<file path="config.mk">
export PLATFORM = sky130hd
export DESIGN_NAME = apts_ram
export DESIGN_NICKNAME = d
export VERILOG_FILES = /design/src/hdl/apts_ram.sv
export SDC_FILE = /design/constraint.sdc
export NUM_CORES = 1
export LEC_CHECK = 0
export BUFFER_PORTS_ARGS = -buffer_cell sky130_fd_sc_hd__buf_2
export CAP_MARGIN = 20
export CORE_MARGIN = 5
export CORE_UTILIZATION = 40
export CTS_CLUSTER_SIZE = 30
export DETAILED_ROUTE_END_ITERATION = 12
export SYNTH_ARGS = -nofsm -noshare
export SYNTH_HDL_FRONTEND = slang
export SYNTH_SLANG_ARGS = --single-unit
export TNS_END_PERCENT = 20
</file>
<file path="constraint.sdc">
create_clock -name clk -period 3 [get_ports clk]
set_input_delay 0 -clock clk [delete_from_list [all_inputs] [get_ports clk]]
set_output_delay 0 -clock clk [all_outputs]
set_load 0.02 [all_outputs]
</file>
<file path="src/hdl/apts_ram.sv">
`timescale 1ns / 1ps

module apts_ram #(
    parameter int WIDTH = 8,
    parameter int DEPTH = 32,
    localparam int AW = $clog2(DEPTH)
) (
    input  logic             clk,
    input  logic             wr_en,
    input  logic [AW-1:0]    wr_addr,
    input  logic [WIDTH-1:0] wr_data,
    input  logic [AW-1:0]    rd_addr,
    output logic [WIDTH-1:0] rd_data
);

    logic [WIDTH-1:0] mem [DEPTH];

    always_ff @(posedge clk)
    begin
        if (wr_en)
        begin
            mem[wr_addr] <= wr_data;
        end
        rd_data <= mem[rd_addr];
    end

endmodule

</file>
Word-level counts from Yosys, hierarchy flattened
Memory sizes are Yosys's and may differ from the RTL's. A register that Yosys moved wholly into a read port is not among the register bits.
Index checks and enable logic that the tools add are counted.
{"block": "classes", "n_mux": 2}
{"operator": "$mux W1", "count": 2}
{"block": "word_totals", "out_inout_bits": 8, "reg_bits": 0, "ramBits": 256, "mem_count": 1, "input_bits": 20, "word_cells": 3}
{"name": "mem", "depth": 32, "width": 8, "rd": 1, "rd_ports_with_merged_regs": 1, "wr": 1, "line_no": "16", "rtl": "logic [WIDTH-1:0] mem [DEPTH];"}

Depth between registers and ports, before layout
Gate-level depths: netlist (run 1).
{"block": "logic_depth", "depth_word": 2, "ltp_mapped": 5, "ltp_nobuf": 3}

Worst setup path before layout (run 1)
No wires, ideal clock.
{"block": "synth_path", "path_kind": "input port to flip-flop", "from": "input rd_addr[2]", "to": "register rd_data[0] (read register of mem)", "cell_stages": 5, "n_path_buf": 2, "t_required_ns": 2.879, "t_arrival_ns": 1.682, "slack_ns": 1.198, "path_cell_list": "clkbuf_1 -> clkbuf_1 -> mux4_2 -> mux4_2 -> mux2_2"}
{"element": "from (decl)", "line_no": "12", "rtl": "input logic [AW-1:0] rd_addr,"}
{"element": "to (decl)", "line_no": "13", "rtl": "output logic [WIDTH-1:0] rd_data"}

==> results of run 1 <==
## per-stage QoR
| stage | std cells | power (mW) | instance area, um2 | setup slack (ns) |
|---|---|---|---|---|
| floorplan | 417 | 4.43 | 10100 | 1.20 |
| global placement | 758 | 4.60 | 10600 | 0.815 |
| detailed placement | 758 | 4.60 | 10600 | 0.820 |
| CTS | 803 | 7.49 | 11300 | 1.17 |
| global route | 803 | 7.69 | 11300 | 1.16 |
| finish | 803 | 7.42 | 11300 | 1.18 |
## flip-flops by register name (all words and copies together), names as in the netlist
register,count
mem,256
rd_data,8
## final cells by class
type | instances | area, um2
clock inverters | 9 | 68.8
repair buffers | 32 | 228
multi-input cells | 133 | 2100
fillers | 2106 | 13600
flip-flops and latches | 264 | 7850
clock buffers | 35 | 673
well taps | 330 | 413
## kinds of logic after synthesis
logic type / synth area share [%]
flops: 78.1
mux: 18.8
simple gates: 2.07
buf+inv: 1.06
## worst min path at each step
stage,startpoint,endpoint,slack [ns],cells past startpoint
2_1_floorplan,wr_data[0],mem[0][0]$_DFFE_PP_,0.1,0
3_3_place_gp,rd_data[4]$_DFF_P_,rd_data[4],0.44,1
3_5_place_dp,rd_data[4]$_DFF_P_,rd_data[4],0.43,1
4_1_cts,wr_data[2],mem[20][2]$_DFFE_PP_,0.02,1
5_1_grt,wr_data[2],mem[21][2]$_DFFE_PP_,0.04,1
6_report,wr_data[2],mem[21][2]$_DFFE_PP_,0.03,1
## critical path, stage by stage, from the launching register on
cell and delay [ns]:
edfxtp_1 0.36, mux4_2 0.52, mux4_2 0.54, mux2_2 0.30
## synthesized netlist by cell type, types with 2 or more instances
cell type	n	area [um2]
buf_1	6	22.5
buf_4	6	45.0
clkbuf_1	6	22.5
dfxtp_1	8	160
edfxtp_1	256	7690
mux2_2	8	90.1
mux4_2	80	1800
nand3_1	2	10.0
nand3b_1	5	37.5
nor2_1	33	124
or3b_2	3	26.3
## where the power goes
group	switching (mW)	internal, mW	leakage [nW]
clock	1.26	1.65	0.369
sequential	0.0171	4.10	2.37
combinational	0.228	0.169	0.742
total	1.50	5.92	3.48
## per-layer routing
metal  part of all wire, %  global-route usage, %  up-vias  routed length (um)
li1                      -                      -     1849                   -
met3                   6.5                   2.57       26                1330
met5                     0                      0        -                   0
met4                   1.8                   3.67        0                 365
met1                    44                   22.2     2316                8970
met2                    47                   22.3      166                9650
## timing repair
item                      CTS  global route
hold buffers                1             0
gates resized for setup     0             0
hold endpoints to repair    8             0
==> reports/results.ini, run 1 <==
[drt]
drt-total-wl_mm=20.3
remaining_drc_errors=0
vias=4357
dr.first_iter.drc_count=342
routedWlPerCell_um=25.3
postRouteAntennaNets=0
routed_via_density=5.43
dr.pass1.iters=5

[cells_and_area]
n_antenna_cell=0
synthToLayoutAreaGrowth_pct=12.7
layout_commonest_cell=edfxtp_1
final_core_util_pct=45.4
final_nets=476
drive_above_1_share_pct=33.0
layout_common_cells=256 x edfxtp_1, 80 x mux4_2, 33 x nor2_1

[setup_path]
r2r_cells=3
criticalPathCategory=flop to flop
crit_end=rd_data[6]$_DFF_P_
startpoint_type=flop
worstPathRequired_ns=3.39
worstSetupEndpointType=flop
path_max_fanout=1
reg2reg_from=mem[5][6]$_DFFE_PP_
startpoint=mem[5][6]$_DFFE_PP_
arrival_ns=2.21
reg2reg_to=rd_data[6]$_DFF_P_
rrSetupSlack_ns=1.18

[timing]
rsz0062_at_grt=false
slew_violations=0
finClkSkew_ns=0.00855
hold_slack_ns=0.0324
maxSlewHeadroom_pct=28.1
setup-tns-final_ns=0
setup_violations=0
hold_violations=0
fin_crit_ns=1.82
post-route-period-util_pct=60.7
fmax_mhz=549
worst_pin_slew_ns=1.07

[outcome]
status=complete, no violations

[grt]
grt_first_pass_wirelength_mm=31.0
gr-total-overflow=0
grt_max_degree=33
grt_pass1_vias=4559
grt_util_all_layers_pct=14.6
antenna_found_initial=0

[power]
vdd_drop_max_mv=0.412
p_leak_nw=3.48
power_density_mw_per_mm2=655

[yosys]
seq_area_frac_synth_pct=78.1
yosysWarningCount=0
avgSynthCellArea_um2=24.1
synth_ff_type=edfxtp_1
ys_ff_latch=264
synth_edf_count=256
synthCells=417
synth_async_sr_flop_share_pct=0
synth_nets=437
ys_types=15
synth_area_mm2=0.0101

[floorplan]
core_area_mm2=0.0250
row_count=58
die_h_um=169
start_util_pct=40.3
die-area_mm2=0.0284
die_x_um=169
io_pins=28

[cts]
cts_tree=done
clk_pin_slew_worst_paths_ns=0.06
numCtsBuffers=25
h-tree-depth=1
clock_path_buffers=3
post-cts-setup-buffer-count=0
clock_sinks=264
cts_root_buf=clkbuf_16
clock_latency_ns=0.51

[worst_hold_path]
hp-class=primary input to flop

[place]
place.gp.congestion=0.756
port_buffers=27
dpl.hpwl_mm=12.7

[run]
max_cap_violations=0

Note: power is estimated with default switching activity, not from simulation.
==> inputs of run 2 (changes only) <==
==> constraint.sdc (replaced) <==
create_clock -name clk -period 1.7 [get_ports clk]
set_input_delay 0 -clock clk [delete_from_list [all_inputs] [get_ports clk]]
set_output_delay 0 -clock clk [all_outputs]
set_load 0.02 [all_outputs]
==> run 2 against run 1 <==
  * The flow now finishes with violations (setup timing)
  * Highest routed layer unchanged
  * Hold slack worse by 0.0028 ns
  * Power up 86%
  * Clock skew down 0.00058 ns
  * Sequential cell count unchanged
  * First-iteration DRC count up 24%
==> reports/results.ini, run 2 (same netlist as run 1, synthesis figures left out) <==
[cells_and_area]
synthToLayoutAreaGrowth_pct=17.4
largest-register=mem
final_nets=515
layout_commonest_cell=edfxtp_1
top_regs=mem x256, rd_data x8
drive_above_1_share_pct=38.8
instances_no_fill=843
fin_area_mm2=0.0118
layout_common_cells=256 x edfxtp_1, 80 x mux4_2, 36 x buf_4
n_antenna_cell=0
largest_reg_flops=256
fillers=2072

[grt]
grt_max_degree=33
antenna_found_initial=0
grt_first_pass_wirelength_mm=31.6
grt_pass1_vias=4700
grt_util_all_layers_pct=15.1
gr-total-overflow=0

[run]
max_cap_violations=0

[power]
p_leak_nw=3.78
power_density_mw_per_mm2=1170
vdd_drop_max_mv=0.598
p_total_mw=13.8

[place]
placed_area_mm2=0.0109
dpl.hpwl_mm=13.5
post-place-ws_ns=-0.310
port_buffers=27
place.gp.congestion=0.735
dp_cells=796

[timing]
worst_pin_slew_ns=0.653
fmax_mhz=549
finClkSkew_ns=0.00797
fin_ws_ns=-0.122
hold_violations=0
fin_crit_ns=1.82
setup_violations=8
maxSlewHeadroom_pct=56.5
rsz0062_at_grt=true
post-route-period-util_pct=107
slew_violations=0
hold_slack_ns=0.0295

[drt]
dr.pass1.iters=5
vias=4512
drt-total-wl_mm=21.2
routed_via_density=5.35
routedWlPerCell_um=25.1
dr.first_iter.drc_count=423
postRouteAntennaNets=0
remaining_drc_errors=0

[cts]
clk_pin_slew_worst_paths_ns=0.06
clock_path_buffers=3
h-tree-depth=1
numCtsBuffers=26
cts_root_buf=clkbuf_16
post-cts-setup-buffer-count=0
cts_tree=done
clock_latency_ns=0.51
clock_sinks=264

[floorplan]
die-area_mm2=0.0284
die_h_um=169
die_x_um=169
core_area_mm2=0.0250
row_count=58
io_pins=28
start_util_pct=40.3

[worst_hold_path]
hp-class=primary input to flop
worstHoldPathCells=1

[setup_path]
worstSetupEndpointType=flop
arrival_ns=2.22
reg2reg_from=mem[29][6]$_DFFE_PP_
startpoint_type=flop
r2r_cells=3
crit_end=rd_data[6]$_DFF_P_
startpoint=mem[29][6]$_DFFE_PP_
reg2reg_to=rd_data[6]$_DFF_P_
worstPathRequired_ns=2.10
path_max_fanout=1
criticalPathCategory=flop to flop
rrSetupSlack_ns=-0.12

[outcome]
violations=setup timing
status=finished, violations left

==> run 2: critical path, cell delays in order, from the launching register on <==
cell and delay (ns):
edfxtp_1 0.37, mux4_2 0.54, mux4_2 0.53, mux2_4 0.27
==> run 2: worst min path at each step <==
stage,from,to,slack (ns)
after floorplan,wr_data[0],mem[0][0]$_DFFE_PP_,0.1
after CTS,wr_data[5],mem[6][5]$_DFFE_PP_,0.02
final,wr_data[5],mem[6][5]$_DFFE_PP_,0.03
after global routing,wr_data[5],mem[6][5]$_DFFE_PP_,0.03
after detailed placement,rd_data[4]$_DFF_P_,rd_data[4],0.43
after global placement,rd_data[4]$_DFF_P_,rd_data[4],0.45
==> run 2: per-stage QoR <==
step | TNS [ns] | utilization, %
finish | -0.759 | 47.3
detailed placement | -2.03 | 43.7
global route | -0.936 | 47.3
floorplan | 0 | -
CTS | -0.825 | 47.3
global placement | -1.91 | 43.7
==> run 2: area by class of cell <==
type | count | area (um2) | area share [%]
timing repair buffer | 70 | 551 | 4.66
tap | 330 | 413 | 3.50
clock inverter | 11 | 129 | 1.09
sequential | 264 | 7850 | 66.5
clock buffer | 35 | 746 | 6.32
multi-input combinational | 133 | 2120 | 17.9
==> run 2: what timing repair did <==
item | 4_1_cts | 5_1_grt
hold endpoints to repair | 8 | 0
endpoints found under the setup margin | 8 | 8
hold buffers | 1 | 0
resized for setup | 5 | 0
==> run 2: routing by layer <==
layer,GRT usage (%),up-vias,share of wire [%]
met5,0,-,0
met3,2.73,26,5.6
li1,-,1935,-
met1,22.9,2432,46
met4,3.60,0,1.7
met2,23.0,119,47
==> run 2: report_power, final <==
group	internal, mW	switching, mW
clock network	3.51	2.26
logic	0.336	0.425
registers	7.24	0.0322
total	11.1	2.72
