<file path="src/hdl/apts_pkg.sv">
`timescale 1ns / 1ps

package apts_pkg;

    localparam int BSSID_W    = 48;
    localparam int RSSI_W     = 16;
    localparam int CHAN_W     = 8;
    localparam int SEC_W      = 8;
    localparam int SSID_WORDS = 4;
    localparam int SSID_W     = 64;
    localparam int SLOT_W     = 5;
    localparam int USED_W     = 6;

    typedef enum logic [1:0] {
        MODE_REPORT = 2'd0,
        MODE_READ   = 2'd1,
        MODE_CLEAR  = 2'd2,
        MODE_NONE   = 2'd3
    } mode_t;

    // One table entry as it sits in the RAM.
    typedef struct packed {
        logic [BSSID_W-1:0]                   bssid;
        logic signed [RSSI_W-1:0]             rssi;
        logic [CHAN_W-1:0]                    channel;
        logic [SEC_W-1:0]                     security;
        logic [SSID_WORDS-1:0][SSID_W-1:0]    ssid;
    } entry_t;

    typedef struct packed {
        logic [1:0]        mode;
        entry_t            ap;
        logic [SLOT_W-1:0] read_slot;
    } req_t;

    typedef struct packed {
        logic   accepted;
        logic   slot_valid;
        entry_t entry;
    } res_t;

endpackage

</file>
<file path="src/hdl/apts_ctrl.sv">
`timescale 1ns / 1ps

module apts_ctrl #(
    parameter int TABLE_DEPTH = 32,
    localparam int AW = $clog2(TABLE_DEPTH),
    localparam int CW = $clog2(TABLE_DEPTH + 1)
) (
    input  logic              clk,
    input  logic              rst_n,
    input  logic              in_valid,
    output logic              in_ready,
    input  apts_pkg::req_t    req,
    output logic              res_valid,
    input  logic              res_ready,
    output apts_pkg::res_t    res,
    output logic [CW-1:0]     count,
    output logic              wr_en,
    output logic [AW-1:0]     wr_addr,
    output apts_pkg::entry_t  wr_data,
    output logic [AW-1:0]     rd_addr,
    input  apts_pkg::entry_t  rd_data
);

    import apts_pkg::*;

    localparam int CMPW = (CW > SLOT_W) ? CW : SLOT_W;

    typedef enum logic [2:0] {
        S_IDLE, S_SCAN, S_UPD, S_SLD, S_SCUR, S_SCMP, S_SWB, S_DONE
    } state_t;

    state_t        state_reg, state_next;
    logic [CW-1:0] count_reg, count_next;
    req_t          req_reg, req_next;
    logic [AW-1:0] addr_reg, addr_next;
    logic [AW-1:0] i_reg, i_next;
    logic [AW-1:0] slot_reg, slot_next;
    logic          hit_reg, hit_next;
    logic          rd_reg, rd_next;
    entry_t        cur_reg, cur_next;
    res_t          res_reg, res_next;
    entry_t        upd_e;
    logic          addr_last;
    logic          i_last;

    assign addr_last = (CW'(addr_reg) + CW'(1)) == count_reg;
    assign i_last    = (CW'(i_reg) + CW'(2)) == count_reg;

    // Matched entry keeps its name and address; a new one takes them from the item.
    always_comb
    begin
        upd_e          = cur_reg;
        upd_e.rssi     = req_reg.ap.rssi;
        upd_e.channel  = req_reg.ap.channel;
        upd_e.security = req_reg.ap.security;
        if (!hit_reg)
        begin
            upd_e.bssid = req_reg.ap.bssid;
            upd_e.ssid  = req_reg.ap.ssid;
        end
    end

    always_comb
    begin
        state_next = state_reg;
        count_next = count_reg;
        req_next   = req_reg;
        addr_next  = addr_reg;
        i_next     = i_reg;
        slot_next  = slot_reg;
        hit_next   = hit_reg;
        rd_next    = rd_reg;
        cur_next   = cur_reg;
        res_next   = res_reg;
        rd_addr    = addr_reg + AW'(1);
        wr_en      = 1'b0;
        wr_addr    = addr_reg;
        wr_data    = cur_reg;
        case (state_reg)
            S_IDLE:
            begin
                rd_addr = '0;
                rd_next = 1'b0;
                if (in_valid)
                begin
                    req_next = req;
                    res_next = '0;
                    case (req.mode)
                        MODE_REPORT:
                        begin
                            addr_next = '0;
                            if (count_reg == '0)
                            begin
                                hit_next   = 1'b0;
                                slot_next  = '0;
                                state_next = S_UPD;
                            end
                            else
                            begin
                                state_next = S_SCAN;
                            end
                        end
                        MODE_READ:
                        begin
                            rd_addr    = AW'(req.read_slot);
                            rd_next    = CMPW'(req.read_slot) < CMPW'(count_reg);
                            state_next = S_DONE;
                        end
                        MODE_CLEAR:
                        begin
                            count_next = '0;
                            state_next = S_DONE;
                        end
                        default:
                        begin
                            state_next = S_DONE;
                        end
                    endcase
                end
            end
            S_SCAN:
            begin
                if (rd_data.bssid == req_reg.ap.bssid)
                begin
                    hit_next   = 1'b1;
                    slot_next  = addr_reg;
                    cur_next   = rd_data;
                    state_next = S_UPD;
                end
                else if (addr_last)
                begin
                    if (count_reg == CW'(TABLE_DEPTH))
                    begin
                        state_next = S_DONE;
                    end
                    else
                    begin
                        hit_next   = 1'b0;
                        slot_next  = AW'(count_reg);
                        state_next = S_UPD;
                    end
                end
                else
                begin
                    addr_next = addr_reg + AW'(1);
                end
            end
            S_UPD:
            begin
                wr_en             = 1'b1;
                wr_addr           = slot_reg;
                wr_data           = upd_e;
                res_next.accepted = 1'b1;
                i_next            = '0;
                if (!hit_reg)
                begin
                    count_next = count_reg + CW'(1);
                end
                if ((hit_reg && count_reg < CW'(2)) || (!hit_reg && count_reg == '0))
                begin
                    state_next = S_DONE;
                end
                else
                begin
                    state_next = S_SLD;
                end
            end
            S_SLD:
            begin
                rd_addr    = i_reg;
                state_next = S_SCUR;
            end
            S_SCUR:
            begin
                cur_next   = rd_data;
                rd_addr    = i_reg + AW'(1);
                addr_next  = i_reg + AW'(1);
                state_next = S_SCMP;
            end
            S_SCMP:
            begin
                if (rd_data.rssi > cur_reg.rssi)
                begin
                    wr_en    = 1'b1;
                    wr_addr  = addr_reg;
                    wr_data  = cur_reg;
                    cur_next = rd_data;
                end
                if (addr_last)
                begin
                    state_next = S_SWB;
                end
                else
                begin
                    addr_next = addr_reg + AW'(1);
                end
            end
            S_SWB:
            begin
                wr_en   = 1'b1;
                wr_addr = i_reg;
                wr_data = cur_reg;
                rd_addr = i_reg + AW'(1);
                if (i_last)
                begin
                    state_next = S_DONE;
                end
                else
                begin
                    i_next     = i_reg + AW'(1);
                    state_next = S_SCUR;
                end
            end
            S_DONE:
            begin
                // A read result lands here in the cycle after its RAM access.
                if (rd_reg)
                begin
                    res_next.slot_valid = 1'b1;
                    res_next.entry      = rd_data;
                    rd_next             = 1'b0;
                end
                else if (res_ready)
                begin
                    state_next = S_IDLE;
                end
            end
            default:
            begin
                state_next = S_IDLE;
            end
        endcase
    end

    always_ff @(posedge clk or negedge rst_n)
    begin
        if (!rst_n)
        begin
            state_reg <= S_IDLE;
            count_reg <= '0;
            rd_reg    <= 1'b0;
            hit_reg   <= 1'b0;
        end
        else
        begin
            state_reg <= state_next;
            count_reg <= count_next;
            rd_reg    <= rd_next;
            hit_reg   <= hit_next;
        end
    end

    always_ff @(posedge clk)
    begin
        req_reg  <= req_next;
        addr_reg <= addr_next;
        i_reg    <= i_next;
        slot_reg <= slot_next;
        cur_reg  <= cur_next;
        res_reg  <= res_next;
    end

    assign in_ready  = (state_reg == S_IDLE);
    assign res_valid = (state_reg == S_DONE) && !rd_reg;
    assign res       = res_reg;
    assign count     = count_reg;

endmodule

</file>
<file path="config.mk">
export PLATFORM = sky130hd
export DESIGN_NAME = apts_ctrl
export DESIGN_NICKNAME = d
export VERILOG_FILES = /design/src/hdl/apts_pkg.sv /design/src/hdl/apts_ctrl.sv
export SDC_FILE = /design/constraint.sdc
export NUM_CORES = 1
export LEC_CHECK = 0
export BUFFER_PORTS_ARGS = -buffer_cell sky130_fd_sc_hd__buf_2
export CELL_PAD_IN_SITES_DETAIL_PLACEMENT = 1
export CELL_PAD_IN_SITES_GLOBAL_PLACEMENT = 1
export CORE_AREA = 2 2 533 535
export CTS_BUF_LIST = sky130_fd_sc_hd__clkbuf_4
export CTS_CLUSTER_DIAMETER = 200
export CTS_CLUSTER_SIZE = 28
export DETAILED_ROUTE_END_ITERATION = 8
export DIE_AREA = 0 0 535 537
export GPL_TIMING_DRIVEN = 0
export PLACE_DENSITY = 0.35
export SYNTH_ARGS = -nofsm -noshare
export SYNTH_HDL_FRONTEND = slang
export SYNTH_SLANG_ARGS = --single-unit
</file>
<file path="constraint.sdc">
create_clock -name clk -period 36.3 [get_ports clk]
set_input_delay 10.89 -clock clk [delete_from_list [all_inputs] [get_ports clk]]
set_output_delay 10.89 -clock clk [all_outputs]
set_load 0.05 [all_outputs]
</file>
Yosys cells after proc, flatten, opt, wreduce, memory -nomap -nowiden
Cells that the tools add are included.
{"block": "word_totals", "elab_cells": 151, "reg_bits": 1036, "input_bits": 683, "out_inout_bits": 693}
{"block": "op_classes", "add_sub_neg": 5, "magnitude_cmp": 3, "reduce_logical": 26, "eq_ne": 28, "muxes": 56}
{"cell": "2-to-1 mux 336 bit", "n": 3}
{"cell": "case mux 336 bit (3 select lines)", "n": 1}
{"cell": "case mux 337 bit (2 select lines)", "n": 1}
{"cell": "2-to-1 mux 338 bit", "n": 1}
{"cell": "2-to-1 mux 337 bit", "n": 1}
{"cell": "2-to-1 mux 256 bit", "n": 1}
{"cell": "2-to-1 mux 5 bit", "n": 13}
{"cell": "== test 48 bit", "n": 1}
{"cell": "2-to-1 mux 48 bit", "n": 1}
{"cell": "case mux 5 bit (2 select lines)", "n": 3}
{"cell": "2-to-1 mux 3 bit", "n": 9}
{"cell": "case mux 3 bit (8 select lines)", "n": 1}
{"cell": "inequality test 2 bit, second input constant", "n": 10}
{"cell": "case mux 5 bit (4 select lines)", "n": 1}
{"cell": "2-to-1 mux 6 bit", "n": 3}
{"cell": "> comparator 16 bit", "n": 1}
{"cell": "case mux 5 bit (3 select lines)", "n": 1}
{"cell": "== test 3 bit, second input constant", "n": 4}
{"cell": "== test 6 bit", "n": 2}
{"cell": "case mux 6 bit (2 select lines)", "n": 1}
{"cell": "adder 5 x 1 -> 5 bit, second input constant", "n": 2}
{"cell": "2-to-1 mux 1 bit", "n": 9}
{"cell": "case mux 1 bit (2 select lines)", "n": 4}
{"cell": "AND reduction 4 bit", "n": 2}
{"cell": "27 further kinds", "n": 42}

Depth between registers and ports, before layout
{"block": "depth", "word_depth": 5, "ltp_mapped": 8, "ltp_nobuf": 8}

Worst setup path after synthesis
Ideal clock, no wire load.
{"block": "synth_path", "path_type": "register -> register", "from": "reg state_reg[2]", "to": "reg res_reg (netlist bit res[0]) (enable)", "setup_time_ps": 1504, "required_ps": 34796, "path_stages_with_launch": 4, "t_arrival_ps": 24247, "path_buffers": 1, "setup_slack_ps": 10550, "period_less_slack_ps": 25750, "cell_sequence": "dfrtp_1 > clkbuf_1 > nand3_1 > o21ai_0"}
{"block": "synth_between", "elab_chain_len": 3, "elab_cells_between_ends": 6, "cone_classes": "3 x eq/ne; 3 x reduce/logical"}
{"item": "start: declaration", "line": "apts_ctrl.sv:32", "text": "state_t state_reg, state_next;"}
{"item": "start signal: assignment", "line": "apts_ctrl.sv:246", "text": "state_reg <= state_next;"}
{"item": "== test 3 bit or logical NOT 3 bit (tied branches)", "line": "apts_ctrl.sv:79", "text": "case (state_reg)"}
{"item": "inequality test 2 bit (no source line) or nonzero test 2 bit (tied branches)"}
{"item": "AND reduction 3 bit (no source line) (*)"}
{"item": "end signal: assignment", "line": "apts_ctrl.sv:260", "text": "res_reg <= res_next;"}
{"item": "end: declaration", "line": "apts_ctrl.sv:41", "text": "res_t res_reg, res_next;"}
Every way passes the cells marked *; elsewhere a longest branch is shown, timed or not.
A chain may end at the register's enable or synchronous reset.

Worst setup path after layout
{"block": "layout_path", "from": "in rd_data[277] (netlist bit)", "to": "out wr_en"}
{"block": "layout_between", "elab_chain_len": 3}
{"item": "start: declaration", "line": "apts_ctrl.sv:21", "text": "input apts_pkg::entry_t rd_data"}
{"item": "> comparator 16 bit", "line": "apts_ctrl.sv:182", "text": "if (rd_data.rssi > cur_reg.rssi)"}
{"item": "2-to-1 mux 1 bit", "line": "apts_ctrl.sv:182"}
{"item": "case mux 1 bit (2 select lines)", "line": "apts_ctrl.sv:79"}
{"item": "end: declaration", "line": "apts_ctrl.sv:17", "text": "output logic wr_en,"}
No other way between the ends.

==> out/summary.md <==
The detailed placement HPWL came out at 189 mm. Broken down by cell family, the worst path's largest delay share belongs to compound AO/OA/AOI/OAI gates. TritonCTS built the clock tree. Of the cells placed in the final design, the portion with a size suffix greater than 1 is 35.5%.

The clock tree synthesis step divided the H-tree into 2 levels. Counting I/O delays and the setup requirement, the final critical path takes 24.00 ns. The main combinational cell family by area after synthesis was simple AND/OR/NAND/NOR gates. The startpoint type of the worst setup path is a primary input. STA puts the critical path data required time at 25.41 ns. The sum of internal, switching and leakage power is 4.50 mW, and the mux contribution to synthesized area is 0.759%. Post-CTS timing repair inserted 0 buffers for setup.

The post-detailed-route via-to-cell ratio works out to 3.51. The run gives 15.4% as the global routing usage summed across all routing layers. The logs give 87 for the maximum number of pins on one net before global-route repair and 13.11 ns for the worst endpoint data arrival time. From bottom edge to top edge, the die measures 537 um. The synthesized netlist devotes 15.6% of its cell area to simple gates. The count of unresolved DRC violations after routing is 0, and the post-route core utilization is 18.8%. From synthesis to final layout, the design area changed by 33.0%. The timing-limited maximum frequency came out at 41.7 MHz. The number of flops mapped to enable cells by yosys works out to 1025.

Summing the sequential cell areas from Yosys gives 78.2% of the chip area. The largest total area in the synthesized netlist belongs to edfxtp_1. The overflow left after global routing is 0.

For the final routed database, the setup TNS stands at 0 ns. After Yosys synthesis, full adders, half adders and majority gates account for 0.787% of the synthesized area. No sink is reached through more buffers than the 3 on the longest clock path. The run finished with clean final reports. The instance count of the mapped netlist was 2792; the routability congestion estimate from global placement was 0.808. Of all nets on the critical path, the largest fanout is 3. The worst-case hold slack was 0.618 ns; the number of buffers and inverters on the critical path was 2. The synthesized design devotes to its leading area cell type 77.5% of total area.

Leaving out filler cells and counting taps, the final layout contains 8061. The run gives 32085 as the layout filler cell count. Summing over every cut layer, the via total after detailed routing is 28307. Summing all multi-input logic gate instances after layout gives 8070 um^2. Setup violations remaining at the end of the flow were counted as 0.

The total of cells resized after clock tree synthesis is 0. The largest single stage delay on the critical path is 0.47 ns. The commonest non-fill, non-tap cell in the layout is buf_2. The highest ir drop seen on vdd was 0.0539 mV.

The average detailed-routed wire length per instance is 28.6 um. Counting flops and latches in the post-synthesis netlist gives 1036. The tools report the kind of end point of the critical path as an output port. Buffers inserted during clock tree synthesis total 46. The chip width works out to 535 um. The via count of the first global-routing pass is 29192.

The worst hold path belongs to the class reg2reg. The number of different library cells used by synthesis comes to 60. The clock latency reported for the late side of the worst-skew pair came out at 1.25 ns. The synthesized netlist devotes 1.53% of its cell area to compound gates. The tools report the count of clock tree sinks as 1036.

The startpoint-to-endpoint class of the critical path is in2out. The cell sitting at the root of the clock tree is a clkbuf_4. 1376 I/O pins were placed.

The floorplan has 195 rows. Once placement completed, the tool counted placed cells totaling 7941. For this run, the number of Yosys warnings is 0.

The proportion of synthesized flip-flops having asynchronous set or reset was 1.06%; the number of nets in the final layout was 4954. The region available for standard cell placement spans 281000 um^2. The effective utilization at floorplan was 14.1%. The tools report the final max-slew violation count as 0. The signal on the critical path passes through buf_2 > ha_1 > a21o_1 > a21o_1 > a311o_1 > or4_1 > o211ai_1 > nand2_1 > buf_2. Slowest cell on the critical path: or4_1.

The most used flip-flop cell after synthesis is edfxtp_1. The fraction of the cycle the final worst path needs was 66.1%; the initial antenna violation count was 192. Counting every net in the synthesized netlist gives 3500. In this run the static leakage power is 20.8 nW. Cell area power density: 85.2 nW/um^2. By area the synthesized netlist is led by edfxtp_1, nand2_1, and2_1, xnor2_1, clkbuf_1.

Setup repair after global routing left no endpoint under its margin. Of the total synthesized cell area, the portion taken by XOR and XNOR cells is 1.57%. Number of flip-flops in the largest register: 338. Clock skew on the completed layout was measured at 0.112 ns.

At the pin with the least slew margin, the transition time is 1.18 ns. In this run the tool buffered the top-level ports with 1375 buffer cells. After clock tree synthesis, the clock-pin slew on the worst setup and hold paths is 0.35 ns.

The tools report the cell area after synthesis as 39700 um^2. The global-route wire length before repair was 295 mm; the iteration-0 DRC count of the detailed router was 1567. The count of endpoints failing hold in the final timing report was 0; the number of iterations in the first detailed-routing pass was 5.

For the cts-stage hold buffer count, the log shows 0. In the layout the commonest cells are buf_2, edfxtp_1, nand2_1, and2_1, clkbuf_1. The die covers 287000 um^2.

Summing all flip-flop and latch instances after layout gives 31100 um^2. The run gives 0 as the total of max-cap violations. Detailed-route wire length: 230 mm. Headroom to the max-slew limit came out at 21.4%. The average cell area after synthesis works out to 14.2 um^2. The detail route stage leaves a number of antenna-violating nets equal to 0.
[final timing paths]
check | end | start | cells after the start | slack [ns]
setup / recovery | wr_en | rd_data[277] | 9 | 12.30
hold / removal | hit_reg | hit_reg | 2 | 0.62
setup reg to reg | cur_reg[137] | req_reg[340] | 10 | 31.44
hold reg to reg | hit_reg | hit_reg | 2 | 0.62
max in group asynchronous | count[0] | rst_n | 1 | 26.36
min in group asynchronous | count[4] | rst_n | 1 | 9.54
[cell type report]
class                           count  area share, %
Clock inverter                     12          0.431
Antenna cell                       56          0.265
Buffer                            126          0.957
Sequential cell                  1036           58.8
Clock buffer                       52          0.739
Multi-Input combinational cell   1596           15.3
Inverter                           34          0.256
Tap cell                         3743           8.86
Timing Repair Buffer             1406           14.4
[report_power, final]
group | internal [mW] | switching [mW] | leakage (nW)
Clock | 0.0950 | 0.427 | 0.344
Combinational | 0.407 | 1.79 | 10.7
Sequential | 1.70 | 0.0833 | 9.80
[cell usage after synthesis (5+ instances only)]
library cell  count
mux2_2           17
a21oi_1          17
nand4_1          18
or3_1             5
dfrtp_1          11
xnor2_1          60
inv_1            33
o22ai_1           6
mux2i_1          11
a21o_1            9
buf_1             8
edfxtp_1       1025
nor2_1           36
nand3_1           9
buf_2             5
o21ai_0          29
and2_1          338
clkbuf_1        109
ha_1             25
xor2_1            6
nand2_1         952
[metrics by stage]
step                setup WS, ns  cell area, um^2
global route               12.22            52700
finish                     12.30            52800
CTS                        12.27            52700
detailed placement         12.27            52100
global placement          -15.38            51300
floorplan                  10.55            39700
[kinds of logic after synthesis]
family	count (synthesis)
and+or+nand+nor	1383
buffers and inverters	160
muxes	28
adders and majority gates	25
AOI/OAI and AO/OA	92
xor gates and xnor gates	68
DFF	1036
[worst register-to-register path: cells and delay by family, from the launching register on]
kind | cells | cell delay (ns)
xor+xnor | 1 | 0.30
flops | 1 | 0.57
buf+inv | 4 | 1.56
simple gates | 4 | 1.56
compound gates | 1 | 0.44
[metal layers]
metal | part of all wire, % | GRT usage, % | up-vias
met5 | 0.19 | 0 | -
met4 | 2.0 | 2.50 | 68
met3 | 10 | 6.44 | 346
li1 | - | - | 12569
met2 | 46 | 25.3 | 1168
met1 | 41 | 19.0 | 14156
Power figures use the tool's default switching activity.
